<file path="src/rtl/bgr_pkg.sv">
// Package for the gradient GEMV and rank-1 update block.
// Holds payload structs, queue and memory sizes, register indexes and limits.
// No dependencies.
package bgr_pkg;

    localparam int MAX_COLUMNS = 1024;
    localparam int ADDR_W      = $clog2(MAX_COLUMNS);
    localparam int FQ_DEPTH    = 4;
    localparam int FQ_PTR_W    = $clog2(FQ_DEPTH);
    localparam int FQ_CNT_W    = $clog2(FQ_DEPTH + 1);
    localparam int ACC_W       = 48;
    localparam int CFG_W       = 31;
    localparam int CFG_IDX_W   = 2;

    localparam logic [CFG_IDX_W-1:0] REG_LEARNING_RATE = 2'd0;
    localparam logic [CFG_IDX_W-1:0] REG_WEIGHT_CLIP   = 2'd1;

    localparam logic [CFG_W-1:0] LR_RESET   = 31'd655;
    localparam logic [CFG_W-1:0] CLIP_RESET = 31'd524288;

    localparam logic signed [ACC_W-1:0] ACC_MAX = 48'sh7FFF_FFFF_FFFF;
    localparam logic signed [ACC_W-1:0] ACC_MIN = 48'sh8000_0000_0000;

    localparam logic signed [78:0] PROD_LIM = 79'sd4611686018427387904;
    localparam logic signed [47:0] DELTA_SAT = 48'sd70368744177664;

    typedef struct packed {
        logic signed [31:0] weight_in;
        logic signed [31:0] row_gradient;
        logic signed [31:0] activation;
        logic [9:0]         column;
        logic               first_row;
        logic               last_row;
        logic               want_input_grad;
    } t_in;

    typedef struct packed {
        logic signed [31:0] weight_out;
        logic signed [47:0] input_grad;
        logic               input_grad_valid;
    } t_out;

    typedef struct packed {
        t_in  item;
        logic g_zero;
        logic report;
    } t_job;

    typedef struct packed {
        logic valid;
        t_job job;
    } t_fq;

    typedef struct packed {
        logic [CFG_W-1:0] lr;
        logic [CFG_W-1:0] clip;
    } t_cfg;

endpackage

</file>
<file path="src/rtl/bgr_front.sv">
// Front end: accepts items, tags them for the back end and queues them.
// Depends on bgr_pkg.
module bgr_front import bgr_pkg::*; (
    input  logic i_clk,
    input  logic i_rst_n,
    input  logic i_push,
    input  t_in  i_item,
    input  logic i_pop,
    output logic o_full,
    output t_fq  o_head
);

    t_job                r_q [FQ_DEPTH];
    logic [FQ_PTR_W-1:0] r_wr_ptr;
    logic [FQ_PTR_W-1:0] r_rd_ptr;
    logic [FQ_CNT_W-1:0] r_cnt;
    t_job                n_job;

    always_comb begin
        n_job.item   = i_item;
        n_job.g_zero = (i_item.row_gradient == 32'sd0);
        n_job.report = i_item.want_input_grad & i_item.last_row;
    end

    always_ff @(posedge i_clk) begin
        if (i_push) begin
            r_q[r_wr_ptr] <= n_job;
        end
    end

    always_ff @(posedge i_clk) begin
        if (!i_rst_n) begin
            r_wr_ptr <= '0;
            r_rd_ptr <= '0;
            r_cnt    <= '0;
        end else begin
            if (i_push) begin
                r_wr_ptr <= r_wr_ptr + 1'b1;
            end
            if (i_pop) begin
                r_rd_ptr <= r_rd_ptr + 1'b1;
            end
            case ({i_push, i_pop})
                2'b10:   r_cnt <= r_cnt + 1'b1;
                2'b01:   r_cnt <= r_cnt - 1'b1;
                default: r_cnt <= r_cnt;
            endcase
        end
    end

    assign o_full     = (r_cnt == FQ_CNT_W'(FQ_DEPTH));
    assign o_head.valid = (r_cnt != '0);
    assign o_head.job   = r_q[r_rd_ptr];

endmodule

</file>
<file path="config.mk">
export PLATFORM = sky130hd
export DESIGN_NAME = bgr_front
export DESIGN_NICKNAME = d
export VERILOG_FILES = /design/src/rtl/bgr_pkg.sv /design/src/rtl/bgr_front.sv
export SDC_FILE = /design/constraint.sdc
export NUM_CORES = 1
export LEC_CHECK = 0
export ABC_AREA = 1
export ABC_CLOCK_PERIOD_IN_PS = 4700
export BUFFER_PORTS_ARGS = -buffer_cell sky130_fd_sc_hd__buf_4
export CORE_MARGIN = 2
export CORE_UTILIZATION = 57
export CTS_CLUSTER_SIZE = 30
export DETAILED_ROUTE_END_ITERATION = 7
export PLACE_DENSITY_LB_ADDON = 0.15
export SYNTH_ARGS = -nofsm -noshare
export SYNTH_HDL_FRONTEND = slang
export SYNTH_SLANG_ARGS = --single-unit
</file>
<file path="constraint.sdc">
create_clock -name i_clk -period 4.7 [get_ports i_clk]
set_clock_uncertainty 0.05 [all_clocks]
set_input_delay 0.47 -clock i_clk [delete_from_list [all_inputs] [get_ports i_clk]]
set_output_delay 0.47 -clock i_clk [all_outputs]
set_load 0.01 [all_outputs]
</file>
==> results of run 1 <==
[worst max-delay path by stage]
stage	startpoint	slack, ns	cells after the start	end
2_1_floorplan	r_wr_ptr[0]$_SDFFE_PN0P_	1.46	4	r_q[2][0]$_DFFE_PP_
3_3_place_gp	flop	2.20	5	o_head[100]
3_5_place_dp	flop	2.16	5	o_head[83]
4_1_cts	flop	1.55	5	o_head[94]
5_1_grt	flop	1.40	5	o_head[98]
6_report	flop	1.57	5	o_head[94]
[metal layers]
layer,share of wire (%),GRT usage [%],vias to the layer above
met3,8.2,6.057,39
met4,1.5,5.269,2
met2,48,35.35,333
met1,42,30.98,4936
met5,0.046,0,-
li1,-,-,4785
[state kept, by name (all words and copies together) (netlist names), named ones only]
name	cells
r_wr_ptr	2
r_cnt	3
r_rd_ptr	2
r_q	444
[synth_stat cells]
cell / number
nor3_1: 1
clkbuf_1: 31
o21ai_0: 156
inv_1: 12
nand2_1: 18
o21ai_1: 72
or2_2: 1
dfxtp_1: 9
nor2_1: 247
fa_1: 1
edfxtp_1: 444
buf_4: 8
buf_2: 20
o22ai_2: 10
inv_2: 2
ha_1: 5
nand3_1: 1
a21oi_1: 7
o22ai_1: 101
buf_6: 13
[critical path, delay by kind of cell (launching register included)]
kind	cells	cell delay [ns]
simple gates	1	0.09
flops	1	0.36
compound gates	1	0.22
buf+inv	3	1.35
[cell type report]
cell class / instances / area (um2)
Antenna cell: 1 / 2.502
Clock buffer: 66 / 1235
Clock inverter: 16 / 131.4
Fill cell: 2033 / 9171
Inverter: 14 / 68.82
Multi-Input combinational cell: 620 / 3027
Sequential cell: 453 / 13520
Tap cell: 390 / 488.0
Timing Repair Buffer: 238 / 1837
[report_power, final]
group	internal, mW	leakage [nW]	switching [mW]
combinational	0.354	2.25	0.537
clock	1.93	0.670	1.39
sequential	4.62	4.15	0.0435
[placed cells by master, fill, tap and decap left out, types with 2 or more instances in the layout]
cell       Yosys  routed
clkinv_1       0       5
inv_4          0       4
o21ai_1       72      72
clkbuf_1      31      18
o22ai_1      101     101
buf_12         0       4
dfxtp_4        0       2
clkbuf_8       0       3
bufinv_16      0       2
dfxtp_1        9       7
ha_1           5       5
edfxtp_1     444     444
clkbuf_16      0      45
o21ai_0      156     156
inv_6          0       3
inv_1         12       8
nor2_1       247     247
a21oi_1        7       7
clkinv_2       0       8
buf_4          8     234
nand2_1       18      18
o22ai_2       10      10
[cells by family (layout without fill, tap and decap cells)]
| kind of cell | count (synthesis) | in the layout | synth area share [%] |
|---|---|---|---|
| AO/OA/AOI/OAI | 346 | 346 | 11.36 |
| adder cells (fa/ha/maj) | 6 | 6 | 0.4853 |
| buffers and inverters | 86 | 334 | 2.794 |
| flip-flops | 453 | 453 | 79.42 |
| other | 0 | 1 | 0 |
| AND/OR/NAND/NOR | 268 | 268 | 5.942 |
[per-stage QoR]
step	cell area (um2)	setup slack, ns	cells	hold slack (ns)
2_1_floorplan	17020	1.456	1159	0.3615
4_1_cts	20310	1.546	1797	0.06293
6_report	20310	1.566	1798	0.08115
5_1_grt	20310	1.403	1797	0.06210
3_5_place_dp	18940	2.155	1715	0.3772
3_3_place_gp	18940	2.203	1715	0.3693
==> results summary, run 1 <==
The die area came out at around 31000 um2. The critical path's largest stage delay came out at between 0.7 and 0.8 ns. For this design the ratio of total power to cell area is 436.7 nW/um2.

After technology mapping, the gate count stands at 1159. The placer's final routability congestion estimate is around 0.74. The critical path is of the reg2out type. The required time of the worst setup path came out at approximately 4.2 ns. By area the synthesized netlist is led by edfxtp_1 78%, nor2_1 5.4%, o21ai_0 4.6%. The routed via count divided by cell count came out at 5.615. The average cell area after synthesis is between 10 and 15 um2. The global-route usage over all layers came out at ~22%.

Setup repair after global routing left no endpoint under its margin. The shortest clock period the worst path allows after layout came out at roughly 3.1 ns. The number of clock buffers added by TritonCTS is 44. The post-detailed-route wirelength per cell is slightly below 20 um.

In this run the register-to-register setup slack is between 2 and 2.5 ns. The worst supply voltage drop on vdd came out at 0.3403 mV. The max-slew violation total from the final report came out at 0. The clock transition time at the flip-flop clock pins of the worst setup and hold paths is around 0.060 ns. The post-detailed-placement half-perimeter wirelength came out at approximately 19000 um.

The setup-violating endpoint count in the final report is 0. The number of warnings issued by yosys is 0. The total power draw came out at 8.869 mW. The final total negative setup slack is 0 ns. The height of the chip is around 180 um. The path with the worst hold slack has its endpoint at r_q[2][108]$_DFFE_PP_. The detailed router placed a little over 10000 vias in this run. The largest fanout on the critical path came out at 140. The later-pin clock latency in the skew report came out at between 0.5 and 0.6 ns. Summed over all cells, the static leakage comes to between 7 and 8 nW. The maximum frequency from static timing analysis came out at about 0.32 GHz. The total congestion overflow after global routing came out at 0.

The data arrival time of the critical path is about 2.6 ns. The total length of routed wires is around 35000 um. For the pin with the worst max-slew slack, the measured transition is between 1 and 1.5 ns. Once the floorplan was initialized, standard cells occupied slightly below 60% of the core.

The total number of clock tree sinks came out at between 400 and 500. The worst-case reg-to-reg path depth is 5. The most numerous cell on the critical path is buf_4.

The worst setup path is captured at an output pin. The count of input and output buffers came out at ~230. The post-cts sizing count came out at 0. In this run the horizontal extent of the chip is roughly 180 um.

The count of different cell masters after synthesis is 20. The core area came out at between 20000 and 30000 um2. The worst register-to-register path begins at r_wr_ptr[0]$_SDFFE_PN0P_. The worst hold path begins at i_item[106].

The worst setup path is launched from a flop. The flow ran to the end, and the final reports show no timing, DRC or antenna violations. The count of max-cap constraint violations came out at 0.

The final worst-path cycle share came out at around 67%. The area of the mapped netlist is 17020 um2. The maximum number of pins on one net before global-route repair came out at around 220. The final hold violation count is 0. The first routing iteration left approximately 890 violations. TritonCTS built the clock tree. At the end of the flow the core is filled with cells to between 60% and 70%. The total of flip-flops plus latches after synthesis is 453.

For this design, the slowest cell found on the critical path is inv_6. Headroom to the max-slew limit came out at about 30%. The first-pass GRT wire length came out at 53440 um. When the netlist entered floorplanning its net count stood at between 1000 and 1500. The number of global-route vias before repair came out at approximately 9600. The post-CTS repair timing setup buffer count came out at 0. The number of iterations in the first detailed-routing pass is 5.

The number of placement rows came out at between 60 and 70. The number of antenna violations at the first check in global routing came to 2. The tree is rooted in a clkbuf_16.

226 I/O pins were placed. After detailed routing, the number of remaining DRC violations is 0. The detail route stage leaves a number of antenna-violating nets equal to 0.

The sequential cell area fraction in the yosys report came out at 79.42%. After the last flow step, the layout net total stands at between 1000 and 1500. After synthesis, the largest area contributor takes up between 70% and 80% of total cell area. The quantity of hold-fixing buffers added after cts is 0.

The synthesized design spends more area on one cell type than any other, namely edfxtp_1. Walking the worst path, the cells encountered are inv_6 -> buf_4 -> nor2_1 -> o22ai_1 -> buf_4. The buffer depth of the longest clock path came out at 3. The worst reg2reg path endpoint is r_q[2][67]$_DFFE_PP_. The path class of the tightest hold or removal check is in2reg. The number of instances on the worst hold path came out at 1. The synthesis-to-finish area growth came out at 19.36%. The deepest level of the CTS H-tree came out at 2.

The share of final-layout standard cells stronger than drive strength 1 is between 20% and 30%.
Note: power is estimated with default switching activity, not from simulation.
==> run 2, diff against run 1 <==
--- a/config.mk
+++ b/config.mk
@@ -5,11 +5,11 @@
 export SDC_FILE = /design/constraint.sdc
 export NUM_CORES = 1
 export LEC_CHECK = 0
-export ABC_AREA = 1
-export ABC_CLOCK_PERIOD_IN_PS = 4700
+export ABC_AREA = 0
+export ABC_CLOCK_PERIOD_IN_PS = 2700
 export BUFFER_PORTS_ARGS = -buffer_cell sky130_fd_sc_hd__buf_4
 export CORE_MARGIN = 2
-export CORE_UTILIZATION = 57
+export CORE_UTILIZATION = 51
 export CTS_CLUSTER_SIZE = 30
 export DETAILED_ROUTE_END_ITERATION = 7
 export PLACE_DENSITY_LB_ADDON = 0.15
==> constraint.sdc (replaced) <==
create_clock -name i_clk -period 2.7 [get_ports i_clk]
set_clock_uncertainty 0.05 [all_clocks]
set_input_delay 0.27 -clock i_clk [delete_from_list [all_inputs] [get_ports i_clk]]
set_output_delay 0.27 -clock i_clk [all_outputs]
set_load 0.01 [all_outputs]
==> run 2 against run 1 <==
Clock power is 79% higher. Global-route usage down 2.5 points. Synthesized cell count fell by 45%. Utilization down 1.4 points. Critical endpoint is now o_head[105]. Largest power group unchanged.
==> results summary, run 2 <==
The run finished with clean final reports. The total of flip-flops plus latches after synthesis came out at 453. After synthesis the cells add up to 16520 um2. In the detailed route, the total length drawn on met3 is around 2300 um.

The worst supply voltage drop on vdd came out at about 0.6 mV. The detailed router finished its first iteration with roughly 490 violations. In this run the power density over the cells is around 750 nW/um2. Across all hold checks on the routed design, the worst slack comes to a little under 0.06 ns.

After synthesis, the netlist uses 23 different library cells. The pin slew with the least headroom to its limit is ~0.74 ns. By area the synthesized netlist is led by edfxtp_1 81%, mux4_2 15%, dfxtp_1 1.1%. Setup violations remaining at the end of the flow were counted as 0. TritonCTS built the clock tree. In the detailed route, the total length drawn on met2 is between 15000 and 20000 um. The register with the most flip-flops in the layout has 444 of them. The number of warnings issued by yosys is 0. The register with the most flip-flops in the final layout is r_q. The post-detailed-route wirelength per cell is approximately 22 um. The first global-routing pass estimated approximately 50000 um of wire. Clock-pin slew was measured on the worst setup and hold paths at about 0.06 ns. After legalization and detailed placement, the total HPWL measured ~20000 um. The average cell area after synthesis came out at 26.10 um2.

The tightest min-delay check is of the in2reg type. Clock latency on the worst-skew pair, taken at its later pin, is roughly 0.53 ns. The static leakage power came out at about 7.3 nW. The post-place setup slack is 0.7215 ns.

The net count of the finished layout came out at roughly 1100. The number of placement rows is 65. The area share of the leading cell type in the synthesized netlist is about four fifths. The final total negative setup slack is 0 ns. Combinational logic is responsible for 11.6% of the overall power.

The maximum number of pins on one net before global-route repair is 64. The number of enable flip-flop cells after synthesis came out at around 440. Setup slack on the critical path of the routed design comes to ~0.21 ns.

The required time of the worst setup path is approximately 2.4 ns. The global-route usage over all layers is around a fifth. The share of the core filled with cells in the final layout came out at between 60% and 70%.

At the worst endpoint, the arrival time is 2.17 ns. The number of global-route vias before repair is around 8700. Registers are responsible for between 50% and 60% of the overall power.

The sequential cell area fraction in the yosys report came out at about four fifths. Wires add up to around 33000 um. At the end of routability-driven placement, the weighted congestion stood at about 0.74.

The TritonCTS buffer count came out at 45. The routed via count divided by cell count came out at between 5 and 6. The worst-case reg-to-reg path depth is 4. The most repeated cell in the gate-level netlist after synthesis is edfxtp_1. Setup repair after global routing left no endpoint under its margin.

For this block, wires on met1 add up to 13050 um. Once detail routing completed, the nets flagged for antenna violations numbered 0. In this run the vertical extent of the chip is roughly 180 um.

Sorting the synthesized cells by how often they occur yields 444 x edfxtp_1, 111 x mux4_2, 11 x buf_2. The critical path ends at o_head[105]. The maximum frequency from static timing analysis came out at around 0.40 GHz. between 200 and 250 I/O pins were placed. The internal power summed over all cells is 12.59 mW. The switching share of power is between 20% and 30%. The synthesis-to-finish area growth is 29.59%. The tool flagged a number of max-cap violations equal to 0.

Among all flip-flop cells after synthesis, the most frequent one is edfxtp_1. The number of iterations in the first detailed-routing pass came out at 5. The core area came out at between 30000 and 40000 um2. In the finished design, the share of the clock period the worst path needs comes to approximately 90%. The DRC violation count after routing came out at 0.

The number of antenna violations at the first check in global routing is 1. The number of inserted filler cells in the final layout is ~2000. The floorplan step set the die width to ~180 um.

The synthesized netlist cell count is approximately 630. The total power draw came out at 15.98 mW. For this run, asynchronously set or reset flops after synthesis account for 0%.

The worst setup path is captured at an output pin. The worst slew margin relative to its limit is between 50% and 60%. The worst setup path is of the reg2out kind. Summed over all nets, the switching power comes to 3.392 mW.

Summed over all instances, the cell type with the most area after synthesis is edfxtp_1. The die covers between 30000 and 40000 um2. After global routing the overflow that remains totals 0. The deepest level of the CTS H-tree came out at 2. The startpoint identified for the worst register-to-register timing path is r_wr_ptr[0]$_SDFFE_PN0P_. The top routing layer in use is met4. Input and output buffers added on the ports amount to roughly 230.

The worst setup path is launched from a flop. The most common cell after layout, fill and taps aside is edfxtp_1. For this block, the via count after detailed routing is between 7000 and 8000. The shortest clock period the worst path allows after layout is 2.485 ns. The share of total power in the clock network is between 30% and 40%. In this run the register-to-register setup slack is between 0.8 and 0.9 ns. In this run the deepest clock path goes through 3 buffers. The largest registers in the layout are r_q x444, r_cnt x3. The top cell types in the final layout, fill and taps aside, are 444 x edfxtp_1, 232 x buf_4, 111 x mux4_2, 110 x dlygate4sd3_1, 45 x clkbuf_16. In the final layout, the share of cells above drive strength 1 is between 40% and 50%. The max-slew violation total from the final report is 0. The synthesized netlist net count is 752.

The starting density of the core is 52.09%. The final hold violation count is 0. The clock root buffer is clkbuf_16. The largest fanout on the critical path is 19. The total number of clock tree sinks is 453.

In this run the critical register-to-register path is captured at r_q[0][7]$_DFFE_PP_.
[run 2: changes by cell type after synthesis, moves of 10 or more]
cell,change
and2_1,+10
clkbuf_1,-28
mux4_2,+111
nand2_1,-17
nor2_1,-246
o21ai_0,-155
o21ai_1,-72
o22ai_1,-101
o22ai_2,-10
[run 2: power groups by stage]
stage | Sequential, mW | Combinational [mW] | Clock [mW]
2_1_floorplan | 8.29 | 0.885 | 0
3_3_place_gp | 8.30 | 1.71 | 0
3_5_place_dp | 8.33 | 1.74 | 0
4_1_cts | 8.18 | 1.89 | 6.08
5_1_grt | 8.20 | 1.99 | 6.35
6_report | 8.18 | 1.85 | 5.95
[run 2: what timing repair did]
item / in CTS / in global routing
endpoints found under the hold margin: 445 / 0
setup buffers: 0 / 0
hold buffers: 110 / 0
resized for setup: 0 / 0
[run 2: kinds of logic (layout without fill, tap and decap cells)]
| logic type | count (synthesis) | count (layout) | synth area share [%] |
|---|---|---|---|
| xor gates and xnor gates | 5 | 5 | 0.2651 |
| muxes | 113 | 113 | 15.25 |
| and+or+nand+nor | 27 | 27 | 0.9995 |
| buffers and inverters | 27 | 442 | 1.128 |
| AOI/OAI and AO/OA | 2 | 2 | 0.07571 |
| other | 0 | 1 | 0 |
| DFF | 453 | 453 | 81.78 |
| adders and majority gates | 6 | 6 | 0.4998 |
[run 2: critical path, stage by stage, from the launching register on]
cell and delay, ns:
dfxtp_4 0.65, buf_12 0.24, mux4_2 0.56, buf_4 0.17
[run 2: worst min-delay path by stage]
stage / startpoint / to / slack [ns] / cells past startpoint
finish: i_pop / flop / 0.06 / 3
floorplan: i_item[98] / r_q[0][100]$_DFFE_PP_ / 0.32 / 0
global placement: i_item[25] / r_q[0][27]$_DFFE_PP_ / 0.42 / 1
global route: i_pop / flop / 0.06 / 3
detailed placement: i_item[14] / r_q[3][16]$_DFFE_PP_ / 0.42 / 1
CTS: i_pop / flop / 0.04 / 3
[run 2: area by class of cell]
class | count | area (um2) | share of cell area (%)
inverters | 3 | 11.26 | 0.05259
clock buffers | 61 | 1206 | 5.633
clock inverters | 22 | 212.7 | 0.9933
flip-flops and latches | 453 | 13520 | 63.14
well taps | 402 | 503.0 | 2.349
repair buffers | 356 | 3123 | 14.58
multi-input cells | 153 | 2834 | 13.23
diodes | 1 | 2.502 | 0.01169
[run 2: layer usage]
metal	vias to the layer above	GRT usage [%]
li1	3498	-
met1	4164	25.56
met2	277	33.51
met3	48	5.131
met4	0	4.896
met5	-	0
[run 2: per-stage QoR]
stage,instances,instance area [um2]
3_5_place_dp,1257,18890
4_1_cts,1450,21410
5_1_grt,1451,21410
2_1_floorplan,633,16530
3_3_place_gp,1257,18890
6_report,1451,21410
